`src/design/share_mode_admission_table_top_macros.svh`:
```
// Assertion macros for the share-mode admission table.
// Used by share_mode_admission_table_top; no other dependencies.
`ifndef SHARE_MODE_ADMISSION_TABLE_TOP_MACROS_SVH
`define SHARE_MODE_ADMISSION_TABLE_TOP_MACROS_SVH

`ifndef SYNTH
`define SMAT_ASSERT_CLK(lbl, clk, rst_n, prop) \
  lbl: assert property (@(posedge clk) disable iff (!rst_n) (prop)) \
    else $error("share mode table assertion failed");
`define SMAT_ASSERT(lbl, prop) `SMAT_ASSERT_CLK(lbl, clk_i, rst_ni, prop)
`else
`define SMAT_ASSERT_CLK(lbl, clk, rst_n, prop)
`define SMAT_ASSERT(lbl, prop)
`endif

`endif

```
`src/design/smat_ram.sv`:
```
// Generic single-write, single-read RAM with registered read data.
// No dependencies; instantiated by share_mode_admission_table_top.
module smat_ram #(
  parameter int  WIDTH = 8,
  parameter int  DEPTH = 64,
  localparam int AddrW = $clog2(DEPTH)
) (
  input  logic             clk_i,
  input  logic             we_i,
  input  logic [AddrW-1:0] waddr_i,
  input  logic [WIDTH-1:0] wdata_i,
  input  logic [AddrW-1:0] raddr_i,
  output logic [WIDTH-1:0] rdata_o
);

  logic [WIDTH-1:0] mem_q [DEPTH];
  logic [WIDTH-1:0] rdata_q;

  always_ff @(posedge clk_i) begin
    if (we_i) begin
      mem_q[waddr_i] <= wdata_i;
    end
    rdata_q <= mem_q[raddr_i];
  end

  assign rdata_o = rdata_q;

endmodule

```
`config.mk`:
```
export PLATFORM = sky130hd
export DESIGN_NAME = smat_ram
export DESIGN_NICKNAME = d
export VERILOG_FILES = /design/src/design/share_mode_admission_table_top_macros.svh /design/src/design/smat_ram.sv
export SDC_FILE = /design/constraint.sdc
export NUM_CORES = 1
export LEC_CHECK = 0
export BUFFER_PORTS_ARGS = -buffer_cell sky130_fd_sc_hd__buf_4
export CAP_MARGIN = 20
export CELL_PAD_IN_SITES_DETAIL_PLACEMENT = 0
export CELL_PAD_IN_SITES_GLOBAL_PLACEMENT = 1
export CORE_MARGIN = 4
export CORE_UTILIZATION = 50
export DETAILED_ROUTE_END_ITERATION = 10
export HOLD_SLACK_MARGIN = 0.06
export PLACE_DENSITY_LB_ADDON = 0.25
export SLEW_MARGIN = 40
export SYNTH_ARGS = -nofsm -noshare
export SYNTH_HDL_FRONTEND = slang
export SYNTH_SLANG_ARGS = --single-unit
```
`constraint.sdc`:
```
create_clock -name clk_i -period 3.1 [get_ports clk_i]
set_input_delay 0.31 -clock clk_i [delete_from_list [all_inputs] [get_ports clk_i]]
set_output_delay 0.31 -clock clk_i [all_outputs]
set_load 0.02 [all_outputs]
```
==> metrics.cfg <==
[synth]
synth_cell_type_count = 40
netlist_instances = 940
synth.top_cell.area_share = 0.762
netlist_area_um2 = 20200
synth_edf_count = 512
yosysSeqAreaShare = 0.770
yosysTopAreaCell = edfxtp_1
yosys-top-cells-area = edfxtp_1 76%, mux4_2 14%, nor2_1 1.5%, mux2i_1 1.1%, dfxtp_1 0.79%
ys_seq_elements = 520
synthArstFlopShare = 0
synth_warnings = 0
ys.flop_type = edfxtp_1
syn_nets = 962
synth_area_per_cell_um2 = 21.5

[layout]
n_antenna_cell = 0
fillerInstances = 2991
drive_above_1_share = 0.293
final_nets = 1079
synthToLayoutAreaGrowth_pct = 14.0

[global_routing]
grt_most_used_layer = met2
grt_usage = 0.206
grt_pass1_wl_um = 66100
grt_max_degree = 65
overflow = 0
grt_pass1_vias = 9839
grt_antenna_before_repair = 0
use_met3 = 0.0390
grt_use_met2 = 0.319
grt_use_met1 = 0.302

[clock_tree]
cts_setup_buffers = 0
cts_tree = yes
cts_made_buffers = 52
path_clk_slew_ns = 0.06
ctsHtreeMaxLevel = 2
clock_sinks = 520
root_buffer = clkbuf_16
clock_path_buffers = 3
ctsResizeCount = 0
cts_hold_buf = 0
clock_latency_ns = 0.58

[placement]
dpl_worst_slack_ns = 0.472
gp_congestion = 0.783
place_hpwl_um = 27500
io_buffers = 29

[sta]
worst_pin_slew_ns = 0.804
worst_slew_margin_rel = 0.462
finClkSkew_ns = 0.0137
rsz0062_at_grt = no
setup_slack_ns = 0.892
hold_viol = 0
max_freq_mhz = 453
setup_viol = 0
layout_min_cycle_time_ns = 2.21
tns_ns = 0
fin_crit_sh = 0.712
drv_slew = 0

[setup_path]
reg2reg_slack_ns = 0.89
cp.required_ns = 3.54
cp_data_arrival_time_ns = 2.65
end_kind = flop
path_class = reg -> reg
rr_worst_depth = 5
crit_fanout = 1
crit_path_start_kind = flop
reg2reg_from = mem_q[20][4]$_DFFE_PP_
reg2reg_to = rdata_o[4]$_DFF_P_

[floorplan]
die_w_um = 209
start_util = 0.506
die_area_um2 = 43600
io_pins = 30
core_area_um2 = 39800
rows = 73
die_y_um = 209

[power_and_ir_drop]
cellLeakagePower_nw = 7.31
vdd_drop_max_uv = 493
p_per_area_nw_per_um2 = 623

[status]
status = completed

[min_path]
hp-start = raddr_i[5]
hold_path.class = in -> reg
holdPathEnd = rdata_o[1]$_DFF_P_
hold_path_depth = 3

[drt]
first_iter_violations = 905
drt_wl_total_um = 44600
drc_errors = 0
wire_per_inst_um = 27.5
vias_per_cell = 5.98
detail-route-antenna-nets = 0
vias = 9707
dr.pass1.iters = 5

[run]
drv_cap = 0

-- layer usage --
| metal | routed length (µm) | vias to the layer above |
|---|---|---|
| met4 | 1350 | 0 |
| met5 | 0 | - |
| met3 | 3010 | 74 |
| li1 | - | 4169 |
| met1 | 18800 | 5118 |
| met2 | 21400 | 346 |
-- flip-flops by register name (all words and copies together), names as in the netlist --
register  cells
mem_q       512
rdata_o       8
-- cell usage after synthesis (4+ instances only) --
master      n
a211oi_1    4
a221oi_1    6
buf_1       4
buf_2      11
buf_4      13
buf_6       4
clkbuf_1   17
dfxtp_1     8
edfxtp_1  512
mux2_2     13
mux2i_1    23
mux4_2    126
nand2_1    19
nand2b_1    7
nand3_1    13
nor2_1     83
nor2b_1    14
nor3_1      7
o221ai_1    8
o22ai_1     8
-- cells by family (layout without fill, tap and decap cells) --
family,count (synthesis),after routing,share of synthesized area
AO/OA/AOI/OAI,54,54,0.0207
AND/OR/NAND/NOR,153,153,0.0339
flip-flops,520,520,0.770
buffers and inverters,51,209,0.0157
multiplexers,162,162,0.159
-- worst max-delay path, stage by stage, from the launching register on --
cell and delay [ns]:
edfxtp_1 0.37, mux4_2 0.47, mux2_2 0.29, o221a_2 0.30, nor3_1 0.50, o32ai_1 0.15
-- layout by cell type, fill, tap and decap left out, types with 3 or more instances in the layout --
master,count
a211oi_1,4
a21oi_1,3
a221oi_1,6
a22oi_1,3
buf_12,5
buf_4,108
clkbuf_1,18
clkbuf_16,53
clkinv_1,15
clkinv_2,6
dfxtp_1,8
edfxtp_1,512
mux2_2,13
mux2i_1,23
mux4_2,126
nand2_1,19
nand2b_1,7
nand3_1,13
nand3b_1,3
nor2_1,78
nor2_2,5
nor2b_1,14
nor3_1,7
o2111ai_1,3
o221ai_1,8
o22ai_1,8
o2bb2ai_1,3
-- cell type report --
type / count / area, µm² / share of cell area
timing repair buffer: 114 / 925 / 0.0402
clock inverter: 24 / 154 / 0.00669
multi-input combinational: 369 / 4330 / 0.188
clock buffer: 71 / 1390 / 0.0606
tap: 525 / 657 / 0.0286
sequential: 520 / 15500 / 0.676
-- stage by stage --
| step | utilization | hold slack (ns) | power [W] | std cells | cell area, µm² |
|---|---|---|---|---|---|
| 6_report | 0.577 | 0.129 | 0.0143 | 1623 | 23000 |
| 3_3_place_gp | 0.538 | 0.710 | 0.00872 | 1528 | 21400 |
| 5_1_grt | 0.577 | 0.111 | 0.0148 | 1623 | 23000 |
| 3_5_place_dp | 0.538 | 0.708 | 0.00872 | 1528 | 21400 |
| 2_1_floorplan | - | 0.409 | 0.00837 | 940 | 20200 |
| 4_1_cts | 0.577 | 0.0942 | 0.0145 | 1623 | 23000 |
-- worst max-delay path by stage --
stage / from / endpoint / slack, ns / cells after the start
3_5_place_dp: raddr_i[0] / rdata_o[1]$_DFF_P_ / 0.47 / 8
4_1_cts: mem_q[20][4]$_DFFE_PP_ / rdata_o[4]$_DFF_P_ / 0.88 / 5
3_3_place_gp: raddr_i[2] / rdata_o[4]$_DFF_P_ / 0.51 / 6
5_1_grt: mem_q[21][4]$_DFFE_PP_ / rdata_o[4]$_DFF_P_ / 0.90 / 5
6_report: mem_q[20][4]$_DFFE_PP_ / rdata_o[4]$_DFF_P_ / 0.89 / 5
2_1_floorplan: raddr_i[1] / rdata_o[3]$_DFF_P_ / 1.12 / 7
-- power breakdown --
group / internal [W] / switching, W / leakage [nW]
logic: 0.000297 / 0.000459 / 1.89
clock network: 0.00329 / 0.00246 / 0.750
registers: 0.00778 / 0.0000263 / 4.67
total: 0.0114 / 0.00295 / 7.31
Power figures use the tool's default switching activity.
